--- config.mk ---
export PLATFORM = sky130hd
export DESIGN_NAME = pci_enumeration_engine_unit
export DESIGN_NICKNAME = d
export VERILOG_FILES = /design/src/pee_pkg.sv /design/src/pci_enumeration_engine_unit.sv /design/src/pee_core.sv /design/src/pee_out_reg.sv
export SDC_FILE = /design/constraint.sdc
export NUM_CORES = 1
export LEC_CHECK = 0
export BUFFER_PORTS_ARGS = -buffer_cell sky130_fd_sc_hd__buf_2
export CORE_UTILIZATION = 62
export DETAILED_ROUTE_END_ITERATION = 8
export GPL_TIMING_DRIVEN = 1
export PLACE_DENSITY_LB_ADDON = 0.25
export RECOVER_POWER = 50
export SETUP_SLACK_MARGIN = 0.1
export SLEW_MARGIN = 20
export SYNTH_ARGS = -nofsm -noshare
export SYNTH_HDL_FRONTEND = slang
export SYNTH_SLANG_ARGS = --single-unit
export TNS_END_PERCENT = 100
--- constraint.sdc ---
create_clock -name clock -period 7.1 [get_ports clock]
set_clock_uncertainty 0.1 [all_clocks]
set_input_delay 1.42 -clock clock [delete_from_list [all_inputs] [get_ports clock]]
set_output_delay 1.42 -clock clock [all_outputs]
set_load 0.01 [all_outputs]
--- src/pee_pkg.sv ---
// Shared types, codes and helpers of the PCI enumeration engine.
package pee_pkg;

   // Scan and walk limits
   localparam int unsigned DEVICES_PER_BUS      = 32;
   localparam int unsigned FUNCTIONS_PER_DEVICE = 8;
   localparam int unsigned MAX_CAP_LINKS        = 64;

   // Input modes
   localparam logic [1:0] MODE_ID_SEARCH    = 2'd0;
   localparam logic [1:0] MODE_CLASS_SEARCH = 2'd1;
   localparam logic [1:0] MODE_CAP_WALK     = 2'd2;
   localparam logic [1:0] MODE_COMPLETION   = 2'd3;

   // Result kinds
   localparam logic [1:0] KIND_READ_REQ  = 2'd0;
   localparam logic [1:0] KIND_FINISHED  = 2'd1;
   localparam logic [1:0] KIND_IDLE_CPL  = 2'd2;

   // Register indexes
   localparam logic [1:0] CSR_VENDOR_ID      = 2'd0;
   localparam logic [1:0] CSR_DEVICE_ID_LOW  = 2'd1;
   localparam logic [1:0] CSR_DEVICE_ID_HIGH = 2'd2;
   localparam logic [1:0] CSR_CLASS_CODE     = 2'd3;

   // Config space dword offsets
   localparam logic [7:0] OFF_ID       = 8'h00;
   localparam logic [7:0] OFF_STATUS   = 8'h04;
   localparam logic [7:0] OFF_CLASS    = 8'h08;
   localparam logic [7:0] OFF_HEADER   = 8'h0C;
   localparam logic [7:0] OFF_CAP_HEAD = 8'h34;

   localparam logic [15:0] VENDOR_NONE = 16'hFFFF;

   typedef enum logic [2:0] {
      PH_IDLE,
      PH_ID,
      PH_CLASS,
      PH_HDR,
      PH_CSTAT,
      PH_CPTR,
      PH_CLINK
   } phase_type;

   typedef struct packed {
      logic [1:0]  mode;
      logic [31:0] read_data;
      logic [7:0]  match_index;
      logic [4:0]  target_device;
      logic [2:0]  target_function;
      logic [7:0]  capability_id;
      logic [7:0]  previous_offset;
   } req_item_type;

   typedef struct packed {
      logic [1:0]  kind;
      logic [31:0] address_word;
      logic        found;
      logic [4:0]  device_number;
      logic [2:0]  function_number;
      logic [15:0] found_vendor_id;
      logic [15:0] found_device_id;
      logic [7:0]  cap_offset;
   } rsp_item_type;

   // Config space read request on bus 0: enable bit, device, function, dword offset
   function automatic rsp_item_type make_req(logic [4:0] dev, logic [2:0] fn,
                                             logic [7:0] off);
      rsp_item_type r;
      r                 = '0;
      r.kind            = KIND_READ_REQ;
      r.address_word    = {1'b1, 15'd0, dev, fn, off[7:2], 2'b00};
      r.device_number   = dev;
      r.function_number = fn;
      return r;
   endfunction

   function automatic rsp_item_type make_miss();
      rsp_item_type r;
      r      = '0;
      r.kind = KIND_FINISHED;
      return r;
   endfunction

endpackage

--- src/pci_enumeration_engine_unit.sv ---
// Top level of the PCI bus 0 enumeration engine.
// Each accepted word passes through the input register and then the result register.
// Throughput: one word per cycle while the result register has room; each word is one
// pass through the sequencer logic between the input register and the result register.
// Reset (synchronous, active high) empties both registers, idles the sequencer and
// loads the config registers with their defaults.
module pci_enumeration_engine_unit
   import pee_pkg::*;
(
   input  logic        clock,
   input  logic        reset,
   input  logic        req_tvalid,
   output logic        req_tready,
   // read_data[31:0], match_index[39:32], target_device[44:40],
   // target_function[47:45], capability_id[55:48], previous_offset[63:56]
   input  logic [63:0] req_tdata,
   // mode[1:0]
   input  logic [1:0]  req_tuser,
   output logic        rsp_tvalid,
   input  logic        rsp_tready,
   // address_word[31:0], found[32], device_number[37:33], function_number[40:38],
   // found_vendor_id[56:41], found_device_id[72:57], cap_offset[80:73], zero[87:81]
   output logic [87:0] rsp_tdata,
   // kind[1:0]
   output logic [1:0]  rsp_tuser,
   input  logic        csr_we,
   input  logic [1:0]  csr_index,
   input  logic [23:0] csr_wdata
);

   logic         in_valid_ff, in_valid_in;
   req_item_type in_item_ff;
   logic         out_room, step;
   rsp_item_type step_rsp, out_rsp;

   // input register
   assign step        = in_valid_ff && out_room;
   assign req_tready  = !in_valid_ff || step;
   assign in_valid_in = (req_tvalid && req_tready) || (in_valid_ff && !step);

   always_ff @(posedge clock) begin
      if (reset) in_valid_ff <= 1'b0;
      else in_valid_ff <= in_valid_in;
   end

   always_ff @(posedge clock) begin
      if (req_tvalid && req_tready) begin
         in_item_ff.mode            <= req_tuser;
         in_item_ff.read_data       <= req_tdata[31:0];
         in_item_ff.match_index     <= req_tdata[39:32];
         in_item_ff.target_device   <= req_tdata[44:40];
         in_item_ff.target_function <= req_tdata[47:45];
         in_item_ff.capability_id   <= req_tdata[55:48];
         in_item_ff.previous_offset <= req_tdata[63:56];
      end
   end

   pee_core u_core (
      .clock     (clock),
      .reset     (reset),
      .csr_we    (csr_we),
      .csr_index (csr_index),
      .csr_wdata (csr_wdata),
      .step_en   (step),
      .item      (in_item_ff),
      .rsp       (step_rsp)
   );

   pee_out_reg u_out (
      .clock      (clock),
      .reset      (reset),
      .load       (step),
      .load_data  (step_rsp),
      .rsp_tready (rsp_tready),
      .rsp_tvalid (rsp_tvalid),
      .room       (out_room),
      .rsp_data   (out_rsp)
   );

   // result packing
   assign rsp_tuser = out_rsp.kind;
   assign rsp_tdata = {7'd0, out_rsp.cap_offset, out_rsp.found_device_id,
                       out_rsp.found_vendor_id, out_rsp.function_number,
                       out_rsp.device_number, out_rsp.found, out_rsp.address_word};

endmodule

--- src/pee_core.sv ---
// Enumeration sequencer: config registers, job state and one-step next logic.
module pee_core
   import pee_pkg::*;
(
   input  logic         clock,
   input  logic         reset,
   input  logic         csr_we,
   input  logic [1:0]   csr_index,
   input  logic [23:0]  csr_wdata,
   input  logic         step_en,
   input  req_item_type item,
   output rsp_item_type rsp
);

   // Config registers
   logic [15:0] vendor_id_ff, device_id_low_ff, device_id_high_ff;
   logic [23:0] class_code_ff;

   always_ff @(posedge clock) begin
      if (reset) begin
         vendor_id_ff      <= '0;
         device_id_low_ff  <= '0;
         device_id_high_ff <= 16'hFFFF;
         class_code_ff     <= '0;
      end else if (csr_we) begin
         case (csr_index)
            CSR_VENDOR_ID:      vendor_id_ff      <= csr_wdata[15:0];
            CSR_DEVICE_ID_LOW:  device_id_low_ff  <= csr_wdata[15:0];
            CSR_DEVICE_ID_HIGH: device_id_high_ff <= csr_wdata[15:0];
            CSR_CLASS_CODE:     class_code_ff     <= csr_wdata;
            default: ;
         endcase
      end
   end

   // Job state
   phase_type   phase_ff, phase_in;
   logic [1:0]  search_kind_ff, search_kind_in;
   logic [4:0]  dev_ff, dev_in;
   logic [2:0]  fn_ff, fn_in;
   logic [7:0]  matches_left_ff, matches_left_in;
   logic [31:0] latched_ids_ff, latched_ids_in;
   logic [6:0]  link_ff, link_in;
   logic [7:0]  cap_ptr_ff, cap_ptr_in;
   logic [7:0]  cap_target_ff, cap_target_in;

   always_ff @(posedge clock) begin
      if (reset) begin
         phase_ff        <= PH_IDLE;
         search_kind_ff  <= '0;
         dev_ff          <= '0;
         fn_ff           <= '0;
         matches_left_ff <= '0;
         latched_ids_ff  <= '0;
         link_ff         <= '0;
         cap_ptr_ff      <= '0;
         cap_target_ff   <= '0;
      end else if (step_en) begin
         phase_ff        <= phase_in;
         search_kind_ff  <= search_kind_in;
         dev_ff          <= dev_in;
         fn_ff           <= fn_in;
         matches_left_ff <= matches_left_in;
         latched_ids_ff  <= latched_ids_in;
         link_ff         <= link_in;
         cap_ptr_ff      <= cap_ptr_in;
         cap_target_ff   <= cap_target_in;
      end
   end

   // Next state and result for one word
   logic [15:0] ven, did;
   logic        hit, go_fn, go_dev, go_follow, do_tally;
   logic [7:0]  ptr, ptr_off, ptr_byte;
   logic [3:0]  fn_next;
   logic [5:0]  dev_next;

   assign ven = item.read_data[15:0];
   assign did = item.read_data[31:16];
   assign ptr_off = (cap_ptr_ff == 8'd0) ? OFF_CAP_HEAD : cap_ptr_ff + 8'd1;
   assign fn_next  = {1'b0, fn_ff} + 4'd1;
   assign dev_next = {1'b0, dev_ff} + 6'd1;

   always_comb begin
      case (ptr_off[1:0])
         2'd0:    ptr_byte = item.read_data[7:0];
         2'd1:    ptr_byte = item.read_data[15:8];
         2'd2:    ptr_byte = item.read_data[23:16];
         default: ptr_byte = item.read_data[31:24];
      endcase
   end

   always_comb begin
      phase_in        = phase_ff;
      search_kind_in  = search_kind_ff;
      dev_in          = dev_ff;
      fn_in           = fn_ff;
      matches_left_in = matches_left_ff;
      latched_ids_in  = latched_ids_ff;
      link_in         = link_ff;
      cap_ptr_in      = cap_ptr_ff;
      cap_target_in   = cap_target_ff;
      rsp             = '0;
      hit             = 1'b0;
      do_tally        = 1'b0;
      go_fn           = 1'b0;
      go_dev          = 1'b0;
      go_follow       = 1'b0;
      ptr             = '0;

      case (item.mode)
         MODE_ID_SEARCH, MODE_CLASS_SEARCH: begin
            search_kind_in  = item.mode;
            dev_in          = '0;
            fn_in           = '0;
            matches_left_in = item.match_index;
            latched_ids_in  = '0;
            phase_in        = PH_ID;
            rsp             = make_req(5'd0, 3'd0, OFF_ID);
         end
         MODE_CAP_WALK: begin
            search_kind_in = MODE_CAP_WALK;
            dev_in         = item.target_device;
            fn_in          = item.target_function;
            cap_target_in  = item.capability_id;
            cap_ptr_in     = item.previous_offset;
            link_in        = '0;
            phase_in       = PH_CSTAT;
            rsp            = make_req(item.target_device, item.target_function, OFF_STATUS);
         end
         default: begin
            case (phase_ff)
               PH_ID: begin
                  if (ven == VENDOR_NONE) begin
                     // empty slot on function 0 skips the whole device
                     if (fn_ff == 3'd0) go_dev = 1'b1;
                     else go_fn = 1'b1;
                  end else begin
                     latched_ids_in = item.read_data;
                     if (search_kind_ff == MODE_CLASS_SEARCH) begin
                        phase_in = PH_CLASS;
                        rsp      = make_req(dev_ff, fn_ff, OFF_CLASS);
                     end else begin
                        do_tally = 1'b1;
                        hit = (ven == vendor_id_ff) && (did >= device_id_low_ff) &&
                              (did <= device_id_high_ff);
                     end
                  end
               end
               PH_CLASS: begin
                  do_tally = 1'b1;
                  hit      = (item.read_data[31:8] == class_code_ff);
               end
               PH_HDR: begin
                  // header bit 7 clear: single-function device
                  if (!item.read_data[23]) go_dev = 1'b1;
                  else go_fn = 1'b1;
               end
               PH_CSTAT: begin
                  if (!item.read_data[20]) begin
                     phase_in = PH_IDLE;
                     rsp      = make_miss();
                  end else begin
                     phase_in = PH_CPTR;
                     rsp      = make_req(dev_ff, fn_ff, ptr_off);
                  end
               end
               PH_CPTR: begin
                  go_follow = 1'b1;
                  ptr       = ptr_byte;
               end
               PH_CLINK: begin
                  if (item.read_data[7:0] == cap_target_ff) begin
                     phase_in            = PH_IDLE;
                     rsp                 = make_miss();
                     rsp.found           = 1'b1;
                     rsp.device_number   = dev_ff;
                     rsp.function_number = fn_ff;
                     rsp.cap_offset      = cap_ptr_ff;
                  end else begin
                     link_in   = link_ff + 7'd1;
                     go_follow = 1'b1;
                     ptr       = item.read_data[15:8];
                  end
               end
               default: begin
                  phase_in = PH_IDLE;
                  rsp      = '0;
                  rsp.kind = KIND_IDLE_CPL;
               end
            endcase
         end
      endcase

      // match counting, then header read on function 0
      if (do_tally) begin
         if (hit && matches_left_ff == 8'd0) begin
            phase_in            = PH_IDLE;
            rsp                 = make_miss();
            rsp.found           = 1'b1;
            rsp.device_number   = dev_ff;
            rsp.function_number = fn_ff;
            rsp.found_vendor_id = latched_ids_in[15:0];
            rsp.found_device_id = latched_ids_in[31:16];
         end else begin
            if (hit) matches_left_in = matches_left_ff - 8'd1;
            if (fn_ff == 3'd0) begin
               phase_in = PH_HDR;
               rsp      = make_req(dev_ff, fn_ff, OFF_HEADER);
            end else begin
               go_fn = 1'b1;
            end
         end
      end

      // advance function, falling through to the next device
      if (go_fn) begin
         if (fn_next >= 4'(FUNCTIONS_PER_DEVICE)) begin
            go_dev = 1'b1;
         end else begin
            fn_in    = fn_next[2:0];
            phase_in = PH_ID;
            rsp      = make_req(dev_ff, fn_next[2:0], OFF_ID);
         end
      end

      if (go_dev) begin
         if (dev_next >= 6'(DEVICES_PER_BUS)) begin
            phase_in = PH_IDLE;
            rsp      = make_miss();
         end else begin
            dev_in   = dev_next[4:0];
            fn_in    = '0;
            phase_in = PH_ID;
            rsp      = make_req(dev_next[4:0], 3'd0, OFF_ID);
         end
      end

      // capability link follow
      if (go_follow) begin
         if (ptr[7:2] == 6'd0 || link_in >= 7'(MAX_CAP_LINKS)) begin
            phase_in = PH_IDLE;
            rsp      = make_miss();
         end else begin
            cap_ptr_in = {ptr[7:2], 2'b00};
            phase_in   = PH_CLINK;
            rsp        = make_req(dev_ff, fn_ff, {ptr[7:2], 2'b00});
         end
      end
   end

endmodule

--- src/pee_out_reg.sv ---
// Result register with valid flag between the sequencer and the result channel.
module pee_out_reg
   import pee_pkg::*;
(
   input  logic         clock,
   input  logic         reset,
   input  logic         load,
   input  rsp_item_type load_data,
   input  logic         rsp_tready,
   output logic         rsp_tvalid,
   output logic         room,
   output rsp_item_type rsp_data
);

   logic         valid_ff, valid_in;
   rsp_item_type data_ff;

   // free when empty or when the held word leaves this cycle
   assign room     = !valid_ff || rsp_tready;
   assign valid_in = load || (valid_ff && !rsp_tready);

   always_ff @(posedge clock) begin
      if (reset) valid_ff <= 1'b0;
      else valid_ff <= valid_in;
   end

   always_ff @(posedge clock) begin
      if (load) data_ff <= load_data;
   end

   assign rsp_tvalid = valid_ff;
   assign rsp_data   = data_ff;

endmodule

Word-level counts from Yosys, hierarchy flattened
Cells that the tools add are included.
{"block": "word_totals", "reg_bits": 299, "latchBits": 0, "ramBits": 0, "mem_bits_ro": 0, "in_bits": 97, "word_cells": 174, "memories": 0}
{"block": "op_classes", "add_sub_neg": 5, "multipliers": 0, "div": 0, "magnitude_cmp": 5, "eq_ne": 18, "n_shift": 0, "mux": 83, "bitwise_logic": 0, "reduce_logical": 33}
{"cell": "$mux W83", "count": 8}
{"cell": "$pmux W83 S4", "count": 1}
{"cell": "$mux W82", "count": 4}
{"cell": "$pmux W83 S2", "count": 1}
{"cell": "$mux W81", "count": 1}
{"cell": "$mux W8", "count": 10}
{"cell": "$mux W32", "count": 2}
{"cell": "$pmux W32 S2", "count": 1}
{"cell": "$mux W3", "count": 16}
{"cell": "$eq A24 B24 Y1", "count": 1}
{"cell": "$pmux W8 S3", "count": 1}
{"cell": "$mux W1", "count": 22}
{"cell": "$eq A16 B16 Y1", "count": 1}
{"cell": "$eq A16 B16 Y1 const B", "count": 1}
{"cell": "$ge A16 B16 Y1", "count": 1}
{"cell": "$le A16 B16 Y1", "count": 1}
{"cell": "$logic_not A8 Y1", "count": 2}
{"cell": "$pmux W8 S2", "count": 1}
{"cell": "$mux W7", "count": 2}
{"cell": "$pmux W7 S2", "count": 1}
{"cell": "$pmux W3 S2", "count": 2}
{"cell": "$pmux W3 S4", "count": 1}
{"cell": "$reduce_and A2 Y1", "count": 6}
{"cell": "$mux W5", "count": 2}
{"cell": "26 further kinds", "count": 55}

Logic depth before layout (Yosys ltp)
{"block": "depth", "depth_word": 14, "mapped_depth": 12}

Modules after synthesis
From an unflattened synthesis, not the netlist that was laid out.
{"block": "hier_totals", "cells_unflattened": 1452, "area_unflattened_um2": 14114.8}
{"mod": "pee_core", "instances": 1, "cells_per_inst": 1285, "area_each_um2": 9475.3}
{"mod": "pee_out_reg", "instances": 1, "cells_per_inst": 87, "area_each_um2": 2538.7}
{"mod": "pci_enumeration_engine_unit", "instances": 1, "cells_per_inst": 80, "area_each_um2": 2100.8}

Worst setup path after synthesis
OpenSTA, ideal clock, no wires.
{"block": "synth_path", "path_type": "input port to flip-flop", "from": "in rsp_tready", "to": "reg u_core.matches_left_ff[2]", "setup_time_ns": 0.265, "t_arrival_ns": 4.256, "required_time_ns": 6.735, "slack_ns": 2.479, "path_stages": 6, "path_cell_list": "nor2b_1 nand2b_1 inv_1 clkbuf_1 clkbuf_1 a221oi_1"}
{"block": "synth_via", "elab_chain_cells": 2}
{"element": "start: declaration", "line": "pci_enumeration_engine_unit.sv:20", "source": "input logic rsp_tready,"}
{"element": "$logic_or A1 B1 Y1", "line": "pee_out_reg.sv:19", "source": "assign room = !valid_ff || rsp_tready;"}
{"element": "$logic_and A1 B1 Y1", "line": "pci_enumeration_engine_unit.sv:37", "source": "assign step = in_valid_ff && out_room;"}
{"element": "net step", "line": "pci_enumeration_engine_unit.sv:33", "source": "logic out_room, step;"}
{"element": "end signal: assignment", "line": "pee_core.sv:63", "source": "matches_left_ff <= matches_left_in;"}
{"element": "end: declaration", "line": "pee_core.sv:41", "source": "logic [7:0] matches_left_ff, matches_left_in;"}
The timed path passes the listed nets, and every way through them passes these cells.
A chain may end at the register's enable or synchronous reset.

Worst setup path after layout
{"block": "layout_path", "from": "in rsp_tready", "to": "reg u_core.cap_ptr_ff[5]"}
{"block": "layout_via", "elab_chain_cells": 2}
{"element": "$logic_or A1 B1 Y1", "line": "pee_out_reg.sv:19"}
{"element": "$logic_and A1 B1 Y1", "line": "pci_enumeration_engine_unit.sv:37"}
{"element": "end signal: assignment", "line": "pee_core.sv:66", "source": "cap_ptr_ff <= cap_ptr_in;"}
{"element": "end: declaration", "line": "pee_core.sv:44", "source": "logic [7:0] cap_ptr_ff, cap_ptr_in;"}
No other way between the ends.

==> impl_metrics.prom <==
# TYPE chip_impl_metric gauge
chip_impl_info{name="outcome",value="complete, but fails checks"} 1
chip_impl_info{name="failed_checks",value="max-capacitance violations, max-slew violations"} 1
chip_impl_metric{name="post_drt_via_cell_ratio",unit=""} 6.12
chip_impl_metric{name="io_pins",unit=""} 189
chip_impl_metric{name="first_pass_iters",unit=""} 6
chip_impl_metric{name="post-cts-setup-buffer-count",unit=""} 0
chip_impl_metric{name="design.core.area",unit="mm^2"} 0.0218
chip_impl_metric{name="synth.avg_cell_area",unit="um^2"} 9.60
chip_impl_info{name="worst_setup_path_end_kind",value="flop"} 1
chip_impl_metric{name="total_congestion_overflow",unit=""} 0
chip_impl_metric{name="design.die.area",unit="mm^2"} 0.0227
chip_impl_metric{name="setup_violations",unit=""} 0
chip_impl_metric{name="crit_required",unit="ns"} 7.46
chip_impl_metric{name="placed_cells",unit=""} 1795
chip_impl_metric{name="vias_in_the_first_global_route",unit=""} 10400
chip_impl_metric{name="drt_first_iter_violations",unit=""} 880
chip_impl_metric{name="fin_hold_ws",unit="ns"} 0.356
chip_impl_metric{name="fin_nets",unit=""} 1683
chip_impl_metric{name="wire_length_of_the_first_global_routing_pass",unit="um"} 55600
chip_impl_metric{name="die_height",unit="um"} 151
chip_impl_metric{name="post-place-ws",unit="ns"} 2.93
chip_impl_metric{name="synth_enable_flop_cells",unit=""} 132
chip_impl_metric{name="antenna_violating_nets_post_route",unit=""} 0
chip_impl_metric{name="post_synth_inst_count",unit=""} 1429
chip_impl_metric{name="fin_setup_tns",unit="ns"} 0
chip_impl_metric{name="drt-wirelength-per-cell",unit="um"} 19.5
chip_impl_info{name="beginning_of_the_worst_register_to_register_path",value="in_item_ff[42]"} 1
chip_impl_metric{name="clkSlewWorstSetupHoldPaths",unit="ns"} 0.06
chip_impl_metric{name="crit_buf_inv",unit=""} 4
chip_impl_metric{name="antenna_cells",unit=""} 0
chip_impl_metric{name="detail_placement_hpwl",unit="um"} 24600
chip_impl_metric{name="antenna_found_initial",unit=""} 0
chip_impl_metric{name="drt_wirelength",unit="um"} 36000
chip_impl_info{name="min_path_type",value="flop to flop"} 1
chip_impl_info{name="reg2reg_to",value="u_core.latched_ids_ff[0]"} 1
chip_impl_metric{name="maxSlewViolCount",unit=""} 198
chip_impl_info{name="worst_path_max_delay_cell",value="sky130_fd_sc_hd__clkbuf_1"} 1
chip_impl_metric{name="post_cts_resize_count",unit=""} 0
chip_impl_info{name="cp_cell_sequence",value="buf_2 > nor2b_1 > nand2b_1 > clkbuf_1 > clkinv_2 > buf_4 > nor2_1 > a31oi_1 > o22ai_1"} 1
chip_impl_metric{name="cts-root-to-sink-buffers",unit=""} 3
chip_impl_metric{name="finalWorstPathRequiredPeriod",unit="ns"} 4.78
chip_impl_info{name="worstSetupStartpointType",value="input port"} 1
chip_impl_metric{name="mappedNetlistArea",unit="mm^2"} 0.0137
chip_impl_metric{name="worst-r2r-setup-slack",unit="ns"} 2.88
chip_impl_metric{name="final_core_utilization",unit="%"} 70.7
chip_impl_metric{name="clkSinkCount",unit=""} 282
chip_impl_metric{name="worst_path_largest_cell_delay",unit="ns"} 1.00
chip_impl_metric{name="vdd_drop_max",unit="V"} 0.000181
chip_impl_metric{name="synth_seq_cells",unit=""} 282
chip_impl_metric{name="timing_worst_slew_pin_value",unit="ns"} 4.06
chip_impl_metric{name="fraction_of_final_layout_cells_with_drive_strength_greater_than_1",unit="%"} 13.5
chip_impl_info{name="mostFrequentLayoutCells",value="222 x sky130_fd_sc_hd__nand2_1, 150 x sky130_fd_sc_hd__dfxtp_1, 132 x sky130_fd_sc_hd__edfxtp_1, 127 x sky130_fd_sc_hd__buf_2, 120 x sky130_fd_sc_hd__nor2_1"} 1
chip_impl_metric{name="slew_headroom",unit="%"} -170
chip_impl_metric{name="critical_path.max_fanout",unit=""} 52
chip_impl_info{name="cts_tree",value="built"} 1
chip_impl_info{name="grt_setup_unrepaired",value="false"} 1
chip_impl_metric{name="areaGrowthSynthToFinish",unit="%"} 12.0
chip_impl_metric{name="fmax",unit="MHz"} 209
chip_impl_info{name="setup.worst_path.class",value="input port to flop"} 1
chip_impl_metric{name="ctsHtreeMaxLevel",unit=""} 1
chip_impl_metric{name="power_density",unit="mW/mm^2"} 233
chip_impl_metric{name="worst_hold_path.num_cells",unit=""} 2
chip_impl_metric{name="routed-via-count",unit=""} 11300
chip_impl_metric{name="drc",unit=""} 0
chip_impl_info{name="library_cell_used_as_clock_root_buffer",value="sky130_fd_sc_hd__clkbuf_16"} 1
chip_impl_metric{name="grt_resource_usage_total",unit="%"} 31.7
chip_impl_info{name="min-delay-start",value="u_core.device_id_low_ff[8]"} 1
chip_impl_metric{name="core.rowCount",unit=""} 54
chip_impl_metric{name="finalNonFillerCells",unit=""} 1847
chip_impl_info{name="final_common_cell",value="sky130_fd_sc_hd__nand2_1"} 1
chip_impl_metric{name="place_congestion",unit=""} 0.961
chip_impl_metric{name="yosysWarningCount",unit=""} 0
chip_impl_metric{name="cp_num_cells",unit=""} 9
chip_impl_metric{name="grt_max_degree",unit=""} 97
chip_impl_metric{name="post_synth_num_cell_types",unit=""} 86
chip_impl_metric{name="power_leakage",unit="nW"} 5.76
chip_impl_metric{name="io_buffer_count",unit=""} 164
chip_impl_metric{name="hold_viol",unit=""} 0
chip_impl_metric{name="final_min_period_over_clock_period",unit="%"} 67.3
chip_impl_metric{name="insertion_delay",unit="ns"} 0.55
chip_impl_metric{name="async_reset_ff_share",unit="%"} 0
chip_impl_metric{name="arrival",unit="ns"} 5.14
chip_impl_metric{name="timing.reg2reg.worst_path_depth",unit=""} 8
chip_impl_metric{name="fin_ws",unit="ns"} 2.32
chip_impl_info{name="critPathTopFamily",value="buffers and inverters"} 1
chip_impl_metric{name="max-cap-violations",unit=""} 3
chip_impl_metric{name="die_width",unit="um"} 151
chip_impl_metric{name="clock_buffer_count_from_cts",unit=""} 28
chip_impl_info{name="postSynth.topFlopCell",value="sky130_fd_sc_hd__dfxtp_1"} 1
chip_impl_metric{name="start_util",unit="%"} 63.1
chip_impl_metric{name="cts_hold_repair.buffers",unit=""} 0
chip_impl_metric{name="synth.yosys.seq_area_share",unit="%"} 50.8
chip_impl_info{name="hold_path_end",value="u_core.device_id_low_ff[8]"} 1
-- Yosys cell counts, drive strengths merged (20+ instances only) --
| master | instances | area (um^2) |
|---|---|---|
| a22oi | 59 | 443 |
| buf | 48 | 308 |
| nand3 | 20 | 100 |
| ha | 41 | 513 |
| nor3 | 30 | 150 |
| clkbuf | 66 | 248 |
| dfxtp | 150 | 3000 |
| o211ai | 21 | 158 |
| o21ai | 33 | 169 |
| nand4 | 29 | 181 |
| xor2 | 41 | 359 |
| nor2 | 121 | 454 |
| nand2 | 223 | 840 |
| inv | 61 | 229 |
| edfxtp | 132 | 3960 |
| a21oi | 111 | 571 |
-- sequential cells by signal, summed over array words and instances, names as in the netlist, 5 cells and up --
name,flops
in_item_ff,66
u_out.rsp_data,66
u_core.latched_ids_ff,32
u_core.class_code_ff,24
u_core.device_id_high_ff,16
u_core.device_id_low_ff,16
u_core.vendor_id_ff,16
u_core.cap_ptr_ff,8
u_core.cap_target_ff,8
u_core.matches_left_ff,8
u_core.link_ff,7
u_core.dev_ff,5
-- layer usage --
layer  routed length [um]  vias up  GRT usage (%)
met5                    0        -              0
met3                 3010      103           4.91
met2                17300      559           53.1
met4                 1290        0           11.8
li1                     -     5318              -
met1                14400     5331           41.4
-- worst register-to-register path, cell delays in order, from the launching register on --
cell and delay, ns:
sky130_fd_sc_hd__edfxtp_1 0.64, sky130_fd_sc_hd__nand4_1 0.31, sky130_fd_sc_hd__nor4_2 0.73, sky130_fd_sc_hd__nand3b_1 0.57, sky130_fd_sc_hd__and2_1 0.93, sky130_fd_sc_hd__nand2b_1 0.20, sky130_fd_sc_hd__buf_4 0.37, sky130_fd_sc_hd__a22oi_1 0.13
sky130_fd_sc_hd__nor2_1 0.13
-- worst max-delay path by stage --
stage / startpoint / endpoint
after floorplan: rsp_tready / u_core.matches_left_ff[2]
after detailed placement: rsp_tready / u_core.cap_ptr_ff[4]
after global routing: rsp_tready / u_core.cap_ptr_ff[5]
final: rsp_tready / u_core.cap_ptr_ff[5]
after global placement: rsp_tready / u_core.cap_ptr_ff[7]
after CTS: in_item_ff[42] / u_core.latched_ids_ff[0]
-- kinds of logic after synthesis --
| kind of cell | share of synthesized area [%] |
|---|---|
| other | 0.0273 |
| AND/OR/NAND/NOR | 18.4 |
| multiplexers | 1.48 |
| adder cells (fa/ha/maj) | 3.74 |
| buffers and inverters | 5.72 |
| flip-flops | 50.8 |
| AO/OA/AOI/OAI | 16.1 |
| XOR/XNOR | 3.77 |
-- metrics by stage --
step	power, mW	area [um^2]
after floorplan	2.06	13800
after global placement	2.17	14500
after detailed placement	2.18	14500
after CTS	3.60	15400
after global routing	3.70	15400
final	3.58	15400
-- layout make-up --
type	count	area, um^2
clock buffers	44	815
clock inverters	8	81.3
fillers	1672	6380
inverters	61	230
multi-input cells	995	6070
flip-flops and latches	282	6970
well taps	280	350
repair buffers	177	862
-- report_power, final --
part	total [mW]	switching, mW	internal, mW
logic	0.318	0.205	0.114
registers	1.83	0.0641	1.77
clock network	1.43	0.606	0.825
total	3.58	0.875	2.71
Power figures use the tool's default switching activity.
